==> src/rtl/core/vector_norm_engine_unit_defines.svh <==
// assertion macros for the vector norm engine
// used by vector_norm_engine_unit; expects clk and rst_n in the including scope
`ifndef VECTOR_NORM_ENGINE_UNIT_DEFINES_SVH
`define VECTOR_NORM_ENGINE_UNIT_DEFINES_SVH

`ifndef NO_ASSERTIONS

`define VNE_ASSERT_IMPLY(name, ante, cons) \
    name: assert property (@(posedge clk) disable iff (!rst_n) (ante) |-> (cons)) \
        else $error("vne: same-cycle check failed");

`define VNE_ASSERT_NEXT(name, ante, cons) \
    name: assert property (@(posedge clk) disable iff (!rst_n) (ante) |=> (cons)) \
        else $error("vne: next-cycle check failed");

`else

`define VNE_ASSERT_IMPLY(name, ante, cons)

`define VNE_ASSERT_NEXT(name, ante, cons)

`endif

`endif

==> src/rtl/core/vne_pkg.sv <==
// types and constants shared by the vector norm engine
// no dependencies
package vne_pkg;

    localparam int MAG_W      = 16;
    localparam int SQ_W       = 32;
    localparam int SUM_W      = 49;
    localparam int COUNT_W    = 17;
    localparam int ROOT_W     = 25;
    localparam int ROOT_STEPS = 25;
    localparam int STEP_W     = $clog2(ROOT_STEPS);
    localparam int COUNT_MAX  = (1 << COUNT_W) - 1;

    localparam logic [SUM_W-1:0] SUM_CAP = {1'b1, {(SUM_W-1){1'b0}}};

    typedef struct packed {
        logic signed [15:0] a_value;
        logic signed [15:0] b_value;
        logic               last;
    } vne_in_t;

    typedef struct packed {
        logic [24:0] two_norm;
        logic [15:0] max_norm;
        logic [16:0] element_count;
        logic        overflowed;
    } vne_out_t;

    typedef enum logic [1:0] {
        ST_RUN,
        ST_ROOT,
        ST_EMIT
    } vne_state_t;

    typedef struct packed {
        logic take;
        logic step;
        logic emit;
    } vne_cmd_t;

    typedef struct packed {
        logic s1_valid;
        logic s1_last;
        logic out_busy;
    } vne_stat_t;

endpackage

==> src/rtl/core/vne_ctrl.sv <==
// controller for the vector norm engine: request gating, root step count, result write
// depends on vne_pkg
module vne_ctrl
(
    input  logic                  clk,
    input  logic                  rst_n,
    input  logic                  in_valid,
    output logic                  in_ready,
    input  vne_pkg::vne_stat_t    stat,
    output vne_pkg::vne_cmd_t     cmd,
    output vne_pkg::vne_state_t   state
);

    localparam int SW = vne_pkg::STEP_W;

    vne_pkg::vne_state_t state_reg;
    vne_pkg::vne_state_t state_next;
    logic [SW-1:0]       step_cnt_reg;
    logic [SW-1:0]       step_cnt_next;
    logic                last_in_flight;

    assign last_in_flight = stat.s1_valid && stat.s1_last;
    assign state          = state_reg;

    always_ff @(posedge clk or negedge rst_n)
    begin
        if (!rst_n)
        begin
            state_reg    <= vne_pkg::ST_RUN;
            step_cnt_reg <= '0;
        end
        else
        begin
            state_reg    <= state_next;
            step_cnt_reg <= step_cnt_next;
        end
    end

    // next state
    always_comb
    begin
        state_next    = state_reg;
        step_cnt_next = '0;
        case (state_reg)
            vne_pkg::ST_RUN:
            begin
                if (last_in_flight)
                begin
                    state_next = vne_pkg::ST_ROOT;
                end
            end
            vne_pkg::ST_ROOT:
            begin
                step_cnt_next = step_cnt_reg + SW'(1);
                if (step_cnt_reg == SW'(vne_pkg::ROOT_STEPS - 1))
                begin
                    state_next    = vne_pkg::ST_EMIT;
                    step_cnt_next = '0;
                end
            end
            vne_pkg::ST_EMIT:
            begin
                if (!stat.out_busy)
                begin
                    state_next = vne_pkg::ST_RUN;
                end
            end
            default:
            begin
                state_next = vne_pkg::ST_RUN;
            end
        endcase
    end

    // outputs
    always_comb
    begin
        in_ready = 1'b0;
        cmd      = '0;
        case (state_reg)
            vne_pkg::ST_RUN:
            begin
                in_ready = !last_in_flight;
                cmd.take = in_valid && !last_in_flight;
            end
            vne_pkg::ST_ROOT:
            begin
                cmd.step = 1'b1;
            end
            vne_pkg::ST_EMIT:
            begin
                cmd.emit = !stat.out_busy;
            end
            default:
            begin
                in_ready = 1'b0;
            end
        endcase
    end

endmodule

==> src/rtl/core/vne_dp.sv <==
// datapath for the vector norm engine: square stage, accumulators, bitwise root, result register
// depends on vne_pkg
module vne_dp
#(
    parameter logic [vne_pkg::COUNT_W-1:0] COUNT_CAP = 17'd65536
)
(
    input  logic               clk,
    input  logic               rst_n,
    input  logic               cfg_write_en,
    input  logic               cfg_write_data,
    input  vne_pkg::vne_in_t   in_data,
    input  logic               out_ready,
    output logic               out_valid,
    output vne_pkg::vne_out_t  out_data,
    input  vne_pkg::vne_cmd_t  cmd,
    output vne_pkg::vne_stat_t stat
);

    localparam int MW = vne_pkg::MAG_W;
    localparam int QW = vne_pkg::SQ_W;
    localparam int SW = vne_pkg::SUM_W;
    localparam int CW = vne_pkg::COUNT_W;
    localparam int RW = vne_pkg::ROOT_W;

    logic mode_reg;

    // stage 1: magnitude and square
    logic              s1_valid_reg;
    logic              s1_last_reg;
    logic [MW-1:0]     s1_mag_reg;
    logic [QW-1:0]     s1_sq_reg;
    logic signed [MW:0] a_ext;
    logic signed [MW:0] b_ext;
    logic signed [MW:0] elem;
    logic [MW:0]       mag_wide;
    logic [MW-1:0]     mag;
    logic [QW-1:0]     sq;

    // stage 2: accumulators
    logic [SW-1:0] sum_reg;
    logic [SW-1:0] sum_next;
    logic [MW-1:0] max_reg;
    logic [MW-1:0] max_next;
    logic [CW-1:0] count_reg;
    logic [CW-1:0] count_next;
    logic          sat_reg;
    logic          sat_next;
    logic [SW-1:0] sum_upd;
    logic [MW-1:0] max_upd;
    logic [CW-1:0] count_upd;
    logic          sat_upd;
    logic [SW:0]   sum_try;

    // root unit
    logic [SW-1:0] rt_x_reg;
    logic [SW-1:0] rt_x_next;
    logic [SW-1:0] rt_res_reg;
    logic [SW-1:0] rt_res_next;
    logic [SW-1:0] rt_bit_reg;
    logic [SW-1:0] rt_bit_next;
    logic [MW-1:0] rt_max_reg;
    logic [CW-1:0] rt_count_reg;
    logic          rt_sat_reg;
    logic [SW:0]   rt_trial;
    logic          load_root;

    // result register
    logic                 out_valid_reg;
    logic                 out_valid_next;
    vne_pkg::vne_out_t    out_reg;

    assign a_ext    = {in_data.a_value[MW-1], in_data.a_value};
    assign b_ext    = {in_data.b_value[MW-1], in_data.b_value};
    assign elem     = mode_reg ? (a_ext - b_ext) : a_ext;
    assign mag_wide = elem[MW] ? (MW+1)'(-elem) : elem;
    assign mag      = mag_wide[MW-1:0];
    assign sq       = QW'(mag * mag);

    always_ff @(posedge clk or negedge rst_n)
    begin
        if (!rst_n)
        begin
            mode_reg     <= 1'b0;
            s1_valid_reg <= 1'b0;
        end
        else
        begin
            if (cfg_write_en)
            begin
                mode_reg <= cfg_write_data;
            end
            s1_valid_reg <= cmd.take;
        end
    end

    always_ff @(posedge clk)
    begin
        if (cmd.take)
        begin
            s1_last_reg <= in_data.last;
            s1_mag_reg  <= mag;
            s1_sq_reg   <= sq;
        end
    end

    // element update
    always_comb
    begin
        max_upd = (s1_mag_reg > max_reg) ? s1_mag_reg : max_reg;
        sum_try = {1'b0, sum_reg} + (SW+1)'(s1_sq_reg);
        if (count_reg >= COUNT_CAP)
        begin
            count_upd = count_reg;
            sat_upd   = 1'b1;
            sum_upd   = vne_pkg::SUM_CAP;
        end
        else
        begin
            count_upd = count_reg + CW'(1);
            if (sat_reg || (sum_try > {1'b0, vne_pkg::SUM_CAP}))
            begin
                sat_upd = 1'b1;
                sum_upd = vne_pkg::SUM_CAP;
            end
            else
            begin
                sat_upd = 1'b0;
                sum_upd = sum_try[SW-1:0];
            end
        end
    end

    assign load_root = s1_valid_reg && s1_last_reg;

    always_comb
    begin
        sum_next   = sum_reg;
        max_next   = max_reg;
        count_next = count_reg;
        sat_next   = sat_reg;
        if (s1_valid_reg)
        begin
            if (s1_last_reg)
            begin
                sum_next   = '0;
                max_next   = '0;
                count_next = '0;
                sat_next   = 1'b0;
            end
            else
            begin
                sum_next   = sum_upd;
                max_next   = max_upd;
                count_next = count_upd;
                sat_next   = sat_upd;
            end
        end
    end

    always_ff @(posedge clk or negedge rst_n)
    begin
        if (!rst_n)
        begin
            sum_reg   <= '0;
            max_reg   <= '0;
            count_reg <= '0;
            sat_reg   <= 1'b0;
        end
        else
        begin
            sum_reg   <= sum_next;
            max_reg   <= max_next;
            count_reg <= count_next;
            sat_reg   <= sat_next;
        end
    end

    // one result bit per step
    always_comb
    begin
        rt_trial    = {1'b0, rt_res_reg} + {1'b0, rt_bit_reg};
        rt_x_next   = rt_x_reg;
        rt_res_next = rt_res_reg;
        rt_bit_next = rt_bit_reg;
        if (load_root)
        begin
            rt_x_next   = sum_upd;
            rt_res_next = '0;
            rt_bit_next = vne_pkg::SUM_CAP;
        end
        else if (cmd.step)
        begin
            if ({1'b0, rt_x_reg} >= rt_trial)
            begin
                rt_x_next   = rt_x_reg - rt_trial[SW-1:0];
                rt_res_next = (rt_res_reg >> 1) + rt_bit_reg;
            end
            else
            begin
                rt_res_next = rt_res_reg >> 1;
            end
            rt_bit_next = rt_bit_reg >> 2;
        end
    end

    always_ff @(posedge clk)
    begin
        rt_x_reg   <= rt_x_next;
        rt_res_reg <= rt_res_next;
        rt_bit_reg <= rt_bit_next;
        if (load_root)
        begin
            rt_max_reg   <= max_upd;
            rt_count_reg <= count_upd;
            rt_sat_reg   <= sat_upd;
        end
    end

    // result register
    assign out_valid_next = cmd.emit || (out_valid_reg && !out_ready);

    always_ff @(posedge clk or negedge rst_n)
    begin
        if (!rst_n)
        begin
            out_valid_reg <= 1'b0;
        end
        else
        begin
            out_valid_reg <= out_valid_next;
        end
    end

    always_ff @(posedge clk)
    begin
        if (cmd.emit)
        begin
            out_reg.two_norm      <= rt_res_reg[RW-1:0];
            out_reg.max_norm      <= rt_max_reg;
            out_reg.element_count <= rt_count_reg;
            out_reg.overflowed    <= rt_sat_reg;
        end
    end

    assign out_valid     = out_valid_reg;
    assign out_data      = out_reg;
    assign stat.s1_valid = s1_valid_reg;
    assign stat.s1_last  = s1_last_reg;
    assign stat.out_busy = out_valid_reg && !out_ready;

endmodule

==> src/rtl/core/vector_norm_engine_unit.sv <==
// top level of the vector norm engine: 2-norm and max norm of a streamed vector
// depends on vne_pkg, vne_ctrl, vne_dp and vector_norm_engine_unit_defines.svh
//
//   channel   handshake                 payload
//   in        in_valid / in_ready       in_data  (vne_in_t)
//   out       out_valid / out_ready     out_data (vne_out_t)
//   cfg       cfg_write_en              cfg_write_data (difference mode)
//
// elements are taken one request per cycle while in_ready is high; square and accumulate run as a two-stage pipe
// the last element stops input through the pipe drain, the root steps (one root bit per cycle
// over the 49-bit sum) and the result register write
// input also stalls while the next result waits for a busy output register
// reset clears all accumulators, the mode register and both valid flags
`include "vector_norm_engine_unit_defines.svh"

module vector_norm_engine_unit
#(
    parameter int unsigned MAX_LENGTH = 65536
)
(
    input  logic              clk,
    input  logic              rst_n,
    input  logic              in_valid,
    output logic              in_ready,
    input  vne_pkg::vne_in_t  in_data,
    output logic              out_valid,
    input  logic              out_ready,
    output vne_pkg::vne_out_t out_data,
    input  logic              cfg_write_en,
    input  logic              cfg_write_data
);

    localparam int CW = vne_pkg::COUNT_W;
    localparam int unsigned CAP_INT = (MAX_LENGTH < vne_pkg::COUNT_MAX) ?
                                      MAX_LENGTH : vne_pkg::COUNT_MAX;
    localparam logic [CW-1:0] COUNT_CAP = CW'(CAP_INT);

    vne_pkg::vne_cmd_t   cmd;
    vne_pkg::vne_stat_t  stat;
    vne_pkg::vne_state_t state;

    vne_ctrl u_ctrl
    (
        .clk      (clk),
        .rst_n    (rst_n),
        .in_valid (in_valid),
        .in_ready (in_ready),
        .stat     (stat),
        .cmd      (cmd),
        .state    (state)
    );

    vne_dp
    #(
        .COUNT_CAP (COUNT_CAP)
    )
    u_dp
    (
        .clk            (clk),
        .rst_n          (rst_n),
        .cfg_write_en   (cfg_write_en),
        .cfg_write_data (cfg_write_data),
        .in_data        (in_data),
        .out_ready      (out_ready),
        .out_valid      (out_valid),
        .out_data       (out_data),
        .cmd            (cmd),
        .stat           (stat)
    );

    // no request taken while the root unit works
    `VNE_ASSERT_IMPLY(a_no_take_in_root, state == vne_pkg::ST_ROOT, !in_ready)
    // a last element in the pipe starts the root
    `VNE_ASSERT_NEXT(a_last_starts_root, stat.s1_valid && stat.s1_last, state == vne_pkg::ST_ROOT)
    // a result write never overruns a waiting result
    `VNE_ASSERT_IMPLY(a_emit_slot_free, cmd.emit, !out_valid || out_ready)

endmodule
==> config.mk <==
export PLATFORM = sky130hd
export DESIGN_NAME = vector_norm_engine_unit
export DESIGN_NICKNAME = d
export VERILOG_FILES = /design/src/rtl/core/vne_pkg.sv /design/src/rtl/core/vne_ctrl.sv /design/src/rtl/core/vne_dp.sv /design/src/rtl/core/vector_norm_engine_unit.sv
export VERILOG_INCLUDE_DIRS = /design/src /design/src/rtl/core
export SDC_FILE = /design/constraint.sdc
export NUM_CORES = 1
export LEC_CHECK = 0
export BUFFER_PORTS_ARGS = -buffer_cell sky130_fd_sc_hd__buf_4
export CORE_AREA = 8 8 235 237
export CTS_CLUSTER_SIZE = 14
export DETAILED_ROUTE_END_ITERATION = 12
export DIE_AREA = 0 0 243 245
export PLACE_DENSITY = 0.77
export SLEW_MARGIN = 20
export SYNTH_ARGS = -nofsm -noshare
export SYNTH_HDL_FRONTEND = slang
export SYNTH_SLANG_ARGS = --single-unit
==> constraint.sdc <==
create_clock -name clk -period 17.4 [get_ports clk]
set_input_delay 1.74 -clock clk [delete_from_list [all_inputs] [get_ports clk]]
set_output_delay 1.74 -clock clk [all_outputs]
set_load 0.01 [all_outputs]
==> results of run 1 <==
kinds of logic after synthesis:
| kind of cell | count (synthesis) | synth area share (%) |
|---|---|---|
| and+or+nand+nor | 928 | 14.4 |
| adders and majority gates | 430 | 21.7 |
| AOI/OAI and AO/OA | 878 | 19.0 |
| muxes | 36 | 1.28 |
| xor gates and xnor gates | 213 | 6.19 |
| buffers and inverters | 507 | 6.30 |
| DFF | 356 | 31.1 |
layout make-up:
cell class	instances	area [um^2]	share of cell area (%)
Clock inverter	25	298	0.894
Clock buffer	53	1130	3.40
Sequential cell	356	9480	28.5
Timing Repair Buffer	125	938	2.82
Tap cell	688	861	2.59
Multi-Input combinational cell	2485	19200	57.5
Inverter	381	1430	4.30
Yosys cell counts (26+ instances only):
cell type    n
a211oi_1    26
a21o_1      70
a21oi_1    222
a22o_1      28
a31oi_1     56
and2_1      35
and3_1      32
clkbuf_1   106
dfrtp_1     93
dfxtp_1     74
edfxtp_1   189
fa_1       166
ha_1       264
inv_1      372
nand2_1    325
nand2b_1    28
nand3_1     51
nand4_1     35
nor2_1     213
nor2b_1     30
nor3_1      78
o21a_1      29
o21ai_0    180
o21bai_1    29
o31ai_1     47
o32ai_1     26
xnor2_1    134
xor2_1      77
routing by layer:
| metal | GRT usage, % | routed length, um | vias up |
|---|---|---|---|
| met1 | 32.2 | 32500 | 12025 |
| met2 | 45.5 | 38500 | 725 |
| met3 | 2.97 | 3650 | 151 |
| met5 | 0 | 0 | - |
| li1 | - | - | 11919 |
| met4 | 9.20 | 2620 | 0 |
through the flow:
stage          instance area (um^2)  std cells
4_1_cts                       33300       4113
5_1_grt                       33300       4113
3_5_place_dp                  31900       4035
6_report                      33300       4113
2_1_floorplan                 30500       3348
3_3_place_gp                  31900       4035
how the worst min path moves through the flow:
stage                        end  slack [ns]  cells after the start
2_1_floorplan   u_dp.out_data[0]        0.40                      0
3_3_place_gp    u_dp.out_data[0]        0.40                      0
3_5_place_dp   u_dp.out_data[30]        0.41                      0
4_1_cts        u_dp.out_data[27]        0.42                      0
5_1_grt        u_dp.out_data[27]        0.42                      0
6_report       u_dp.out_data[15]        0.42                      0
==> results.txt, run 1 <==
----------------------------------------------------
[Run status]
  Outcome ... complete, no violations

[Clock tree]
  Number of buffers on the longest clock path ... 3
  Setup Buffers After CTS ... 0
  CTS root buffer ... clkbuf_16
  Number of cells upsized or downsized after cts ... 0
  Number of sinks driven by the clock tree ... 356
  Total CTS buffers ... 42
  Hold-fix buffer count after cts ... 0
  Clock-pin slew reported for the worst setup and hold paths after clock tree synthesis ... 0.07 ns
  H-tree depth ... 2
  Insertion delay of the later-clocked pin in the worst-skew pair ... 0.58 ns
  CTS tree ... yes

[Route]
  Total wire length ... 77.3 mm
  Detail Route Antenna Nets ... 0
  Average wire per cell in the routed design ... 18.8 um
  Drt first pass iters ... 5
  Total via count in the routed design ... 24,820
  Average via count per standard cell ... 6.03
  Residual DRC ... 0
  Number of DRC markers after the initial detailed-route iteration ... 1,673

[Critical path]
  Maximum fanout along the worst path ... 11
  Required @ worst endpoint ... 17.73 ns
  Delay-heaviest family, CP ... adder cells
  CP arrival ... 12.03 ns
  Critical R2R Capture ... u_dp.s1_sq_reg[31]
  Longest individual stage delay on the worst path ... 0.76 ns
  Element type at the critical path start ... primary input
  Worst R2R Setup Slack ... 6.77 ns
  Kind of critical path ... primary input to flop
  FF-to-FF Start ... u_dp.mode_reg
  Most frequent CP cell ... fa_1
  Number of cells traversed by the worst register-to-register path ... 32
  Critical path destination ... u_dp.s1_sq_reg[31]
  Startpoint of the worst setup timing path ... in_data[1]
  Number of cells on the critical path ... 37
  Standard cell with the maximum stage delay on the critical path ... xor2_1
  Buf+Inv Stages, Crit Path ... 5
  CP Capture Type ... flop

[GRT]
  Number of antenna violations at the first check in global routing ... 0
  GRT overflow ... 0
  Number of global-route vias before repair ... 25,056
  First-pass GRT wire length ... 128 mm
  Maximum number of pins on one net before global-route repair ... 91
  Overall global routing resource usage ... 25.7%

[Die]
  Chip Height ... 245 um
  DIE WIDTH ... 243 um
  Standard cell core area ... 51,700 um^2
  Number of core rows ... 84
  Total die area ... 59,500 um^2
  Initial Utilization ... 59.0%
  Count of boundary I/O pins ... 100

[Timing]
  Relative slew margins ... 33.9%
  Period utilisation layout ... 67.3%
  Slew at the pin closest to its max-slew limit ... 0.992 ns
  Count of final hold-check violations ... 0
  Final slew viol count ... 0
  Setup skew after layout ... 0.0277 ns
  Endpoints failing setup ... 0
  Worst hold slack ... 0.419 ns
  Maximum clock frequency ... 85.5 MHz
  Setup repair after global routing missed its margin ... no
  Setup TNS ... 0 ns
  Period minus WS final ... 11.70 ns
  Setup slack of the critical path after layout ... 5.70 ns

[Place]
  Port-buffer cells ... 99
  Post-detailed-placement half-perimeter wirelength ... 57.8 mm
  Routability congestion estimate from global placement ... 0.969
  Placement Setup Slack ... 5.23 ns

[Logic synthesis]
  Net count after synthesis ... 3,817
  Number of unique standard cell types used by synthesis ... 97
  Fraction of registers with async set or reset after synthesis ... 26.1%
  Number of warnings printed during yosys synthesis ... 0
  Synth Flop Type ... edfxtp_1
  Cells after Synth ... 3,348
  Largest cells by area after synthesis ... edfxtp_1 (19%), fa_1 (11%), ha_1 (11%), dfrtp_1 (7.6%), dfxtp_1 (4.9%)
  Number of enable flip-flop cells after synthesis ... 189
  Top cell type's share of synthesized area ... 18.6%
  Sequential area share after synthesis ... 31.1%
  Flops & latches, synth ... 356
  Library cell with the largest summed area after synthesis ... edfxtp_1
  Post-synthesis area per instance ... 9.11 um^2
  Cell Area, Synth ... 30,500 um^2

[Job]
  Number of max-capacitance violations reported ... 0

[Worst hold path]
  Worst min-delay path class ... flop to flop
  Launch point of the worst hold path ... u_dp.rt_count_reg[14]

[Layout]
  Max reg flops ... 59
  Most frequent standard cell in the layout excluding fill and tap cells ... inv_1
  Number of diodes ... 0
  Filler cells ... 4,233
  Number of nets in the final layout ... 3,860
  Synthesis-to-finish area growth ... 9.20%
  Fraction of layout cells with a size suffix above 1 ... 8.18%
  Core occupancy in the finished layout ... 64.4%
  Most frequent cells in the layout ... inv_1 (372), nand2_1 (324), ha_1 (264)

----------------------------------------------------
Power of run 1 is not shown: default switching activity piles up to over one toggle a cycle in this logic, so the estimate is an artifact.
==> inputs of run 2 (changes only) <==
--- a/config.mk
+++ b/config.mk
@@ -7,10 +7,10 @@
 export NUM_CORES = 1
 export LEC_CHECK = 0
 export BUFFER_PORTS_ARGS = -buffer_cell sky130_fd_sc_hd__buf_4
-export CORE_AREA = 8 8 235 237
+export CORE_AREA = 8 8 239 241
 export CTS_CLUSTER_SIZE = 14
 export DETAILED_ROUTE_END_ITERATION = 12
-export DIE_AREA = 0 0 243 245
+export DIE_AREA = 0 0 247 249
 export PLACE_DENSITY = 0.77
 export SLEW_MARGIN = 20
 export SYNTH_ARGS = -nofsm -noshare
==> constraint.sdc (replaced) <==
create_clock -name clk -period 9.7 [get_ports clk]
set_input_delay 0.97 -clock clk [delete_from_list [all_inputs] [get_ports clk]]
set_output_delay 0.97 -clock clk [all_outputs]
set_load 0.01 [all_outputs]
==> run 2 against run 1 <==
Against the previous run:
- worst hold slack got worse by 0.020 ns
- first-iteration DRC count is 0.60% lower
- flip-flop and latch count stayed put
- final cell count grew 3.5%
- wire length is 5.5% lower
- sequential share of layout area shrank 0.97 points
- critical path depth unchanged
- count of clock-buffer cells in the layout rose by 6
- utilization is 0.31 points higher
- largest cell class unchanged
==> results.txt, run 2 (synthesized netlist as in run 1, its figures left out) <==
----------------------------------------------------
[GRT]
  Number of global-route vias before repair ... 24,571 (-1.9%)
  Number of antenna violations at the first check in global routing ... 0 (unchanged)
  Maximum number of pins on one net before global-route repair ... 103 (+13%)
  GRT overflow ... 0 (unchanged)
  Overall global routing resource usage ... 23.4% (-2.3 points)
  First-pass GRT wire length ... 121 mm (-5.4%)

[Route]
  Number of DRC markers after the initial detailed-route iteration ... 1,663 (-0.60%)
  Total via count in the routed design ... 24,865 (+0.18%)
  Drt first pass iters ... 8 (+3)
  Amount of wire on met3 after detailed routing ... 3.32 mm (-9.2%)
  Highest routed metal layer ... met4
  Average via count per standard cell ... 5.84 (-3.3%)
  Detailed-routed wire length on met2 ... 35.7 mm (-7.2%)
  Residual DRC ... 0 (unchanged)
  Detail Route Antenna Nets ... 0 (unchanged)
  Average wire per cell in the routed design ... 17.1 um (-8.8%)
  Total wire length ... 73.0 mm (-5.5%)
  M1 WL ... 31.6 mm (-2.8%)

[Layout]
  Max reg flops ... 59 (unchanged)
  Number of nets in the final layout ... 4,001 (+3.7%)
  Synthesis-to-finish area growth ... 13.1%
  Number of diodes ... 0 (unchanged)
  Fraction of layout cells with a size suffix above 1 ... 12.6% (+4.4 points)
  Layout Cells excl Fill ... 4,259 (+3.5%)
  Most frequent cells in the layout ... inv_1 (372), nand2_1 (320), buf_4 (265)
  Most frequent standard cell in the layout excluding fill and tap cells ... inv_1

[Timing]
  Final slew viol count ... 0 (unchanged)
  Period utilisation layout ... 96.6%
  Slew at the pin closest to its max-slew limit ... 1.24 ns (+0.245 ns)
  Maximum clock frequency ... 107 MHz
  Period minus WS final ... 9.37 ns
  Setup skew after layout ... 0.0146 ns (-0.0131 ns)
  Count of final hold-check violations ... 0 (unchanged)
  Setup slack of the critical path after layout ... 0.327 ns (-5.37 ns)
  Relative slew margins ... 16.9% (-17 points)
  Endpoints failing setup ... 0 (unchanged)

[Job]
  Number of max-capacitance violations reported ... 0 (unchanged)

[Critical path]
  Element type at the critical path start ... primary input
  Maximum fanout along the worst path ... 5 (-6)
  Required @ worst endpoint ... 10.00 ns (-7.73 ns)
  Longest individual stage delay on the worst path ... 0.60 ns (-0.16 ns)
  CP arrival ... 9.67 ns (-2.36 ns)
  Most frequent CP cell ... fa_2
  Buf+Inv Stages, Crit Path ... 5 (unchanged)
  Kind of critical path ... primary input to flop
  Delay-heaviest family, CP ... adder cells
  CP Capture Type ... flop
  Standard cell with the maximum stage delay on the critical path ... fa_2

[Clock tree]
  CTS root buffer ... clkbuf_16
  CTS tree ... yes
  Number of buffers on the longest clock path ... 3 (unchanged)
  Number of sinks driven by the clock tree ... 356 (unchanged)
  H-tree depth ... 2 (unchanged)
  Hold-fix buffer count after cts ... 0 (unchanged)
  Insertion delay of the later-clocked pin in the worst-skew pair ... 0.56 ns (-0.02 ns)
  Clock-pin slew reported for the worst setup and hold paths after clock tree synthesis ... 0.06 ns (about the same)
  Total CTS buffers ... 40 (-4.8%)

[Die]
  DIE WIDTH ... 247 um (+1.6%)
  Count of boundary I/O pins ... 100 (unchanged)
  Initial Utilization ... 57.2% (-1.7 points)
  Standard cell core area ... 53,300 um^2 (+3.0%)
  Number of core rows ... 85 (+1.2%)
  Chip Height ... 249 um (+1.6%)
  Total die area ... 61,500 um^2 (+3.3%)

[Run status]
  Outcome ... complete, no violations

[Place]
  Routability congestion estimate from global placement ... 0.970 (+0.14%)
  Placement Setup Slack ... -0.480 ns (-5.71 ns)
  Port-buffer cells ... 99 (unchanged)
  Number of cells in the design after placement ... 4,182 (+3.6%)
  Post-detailed-placement half-perimeter wirelength ... 55.1 mm (-4.7%)

[Worst hold path]
  Worst min-delay path class ... primary input to asynchronous set/reset pin

----------------------------------------------------
-- run 2: cell count changes in the layout (fill, tap and decap cells not counted), sizes merged --
cell,change
buf,+143
clkbuf,+6
clkinv,-5
clkinvlp,-4
bufinv,-3
inv,+1
-- run 2: per-layer routing --
metal / GRT usage (%) / vias to the layer above
met5: 0 / -
met4: 8.31 / 0
met3: 2.18 / 142
met2: 40.7 / 662
met1: 29.9 / 11850
li1: - / 12211
-- run 2: repair_timing --
item / CTS / global route
setup endpoints to repair: 0 / 6
resized for setup: 0 / 29
buffers inserted: 0 / 4
-- run 2: worst paths after layout --
kind | slack (ns) | depth (start not counted) | endpoint | from
max in group asynchronous | 8.09 | 2 | u_dp.sum_reg[16] | rst_n
hold reg to reg | 0.41 | 0 | u_dp.out_data[32] | u_dp.rt_max_reg[14]
hold / removal | 0.40 | 1 | u_ctrl.step_cnt_reg[0] | rst_n
min in group clk | 0.41 | 0 | u_dp.out_data[32] | u_dp.rt_max_reg[14]
setup / recovery | 0.33 | 37 | u_dp.s1_sq_reg[31] | in_data[1]
setup reg to reg | 0.85 | 31 | u_dp.s1_sq_reg[31] | u_dp.mode_reg
-- run 2: final cells by class --
type / instances / area (um^2)
Tap cell: 696 / 871
Multi-Input combinational cell: 2485 / 19300
Clock buffer: 59 / 1200
Fill cell: 4393 / 18800
Clock inverter: 14 / 111
Sequential cell: 356 / 9480
Timing Repair Buffer: 268 / 2040
Inverter: 381 / 1440
-- run 2: worst reg2reg max path, delay by kind of cell (launching register included) --
family | cells | cell delay, ns
XOR/XNOR | 2 | 0.37
buffers and inverters | 6 | 0.95
AND/OR/NAND/NOR | 7 | 0.77
adder cells (fa/ha/maj) | 7 | 3.23
AO/OA/AOI/OAI | 8 | 1.93
flip-flops | 1 | 0.95
multiplexers | 1 | 0.34
-- run 2: through the flow --
step,hold slack [ns],setup TNS (ns),instance area [um^2],utilization [%]
detailed placement,0.405,-1.11,33000,61.9
global route,0.419,-0.0238,34500,64.7
finish,0.398,0,34500,64.7
floorplan,0.400,0,30600,-
global placement,0.401,-0.527,33000,61.9
CTS,0.394,0,34300,64.4
Power of run 2 is left out for the same reason.
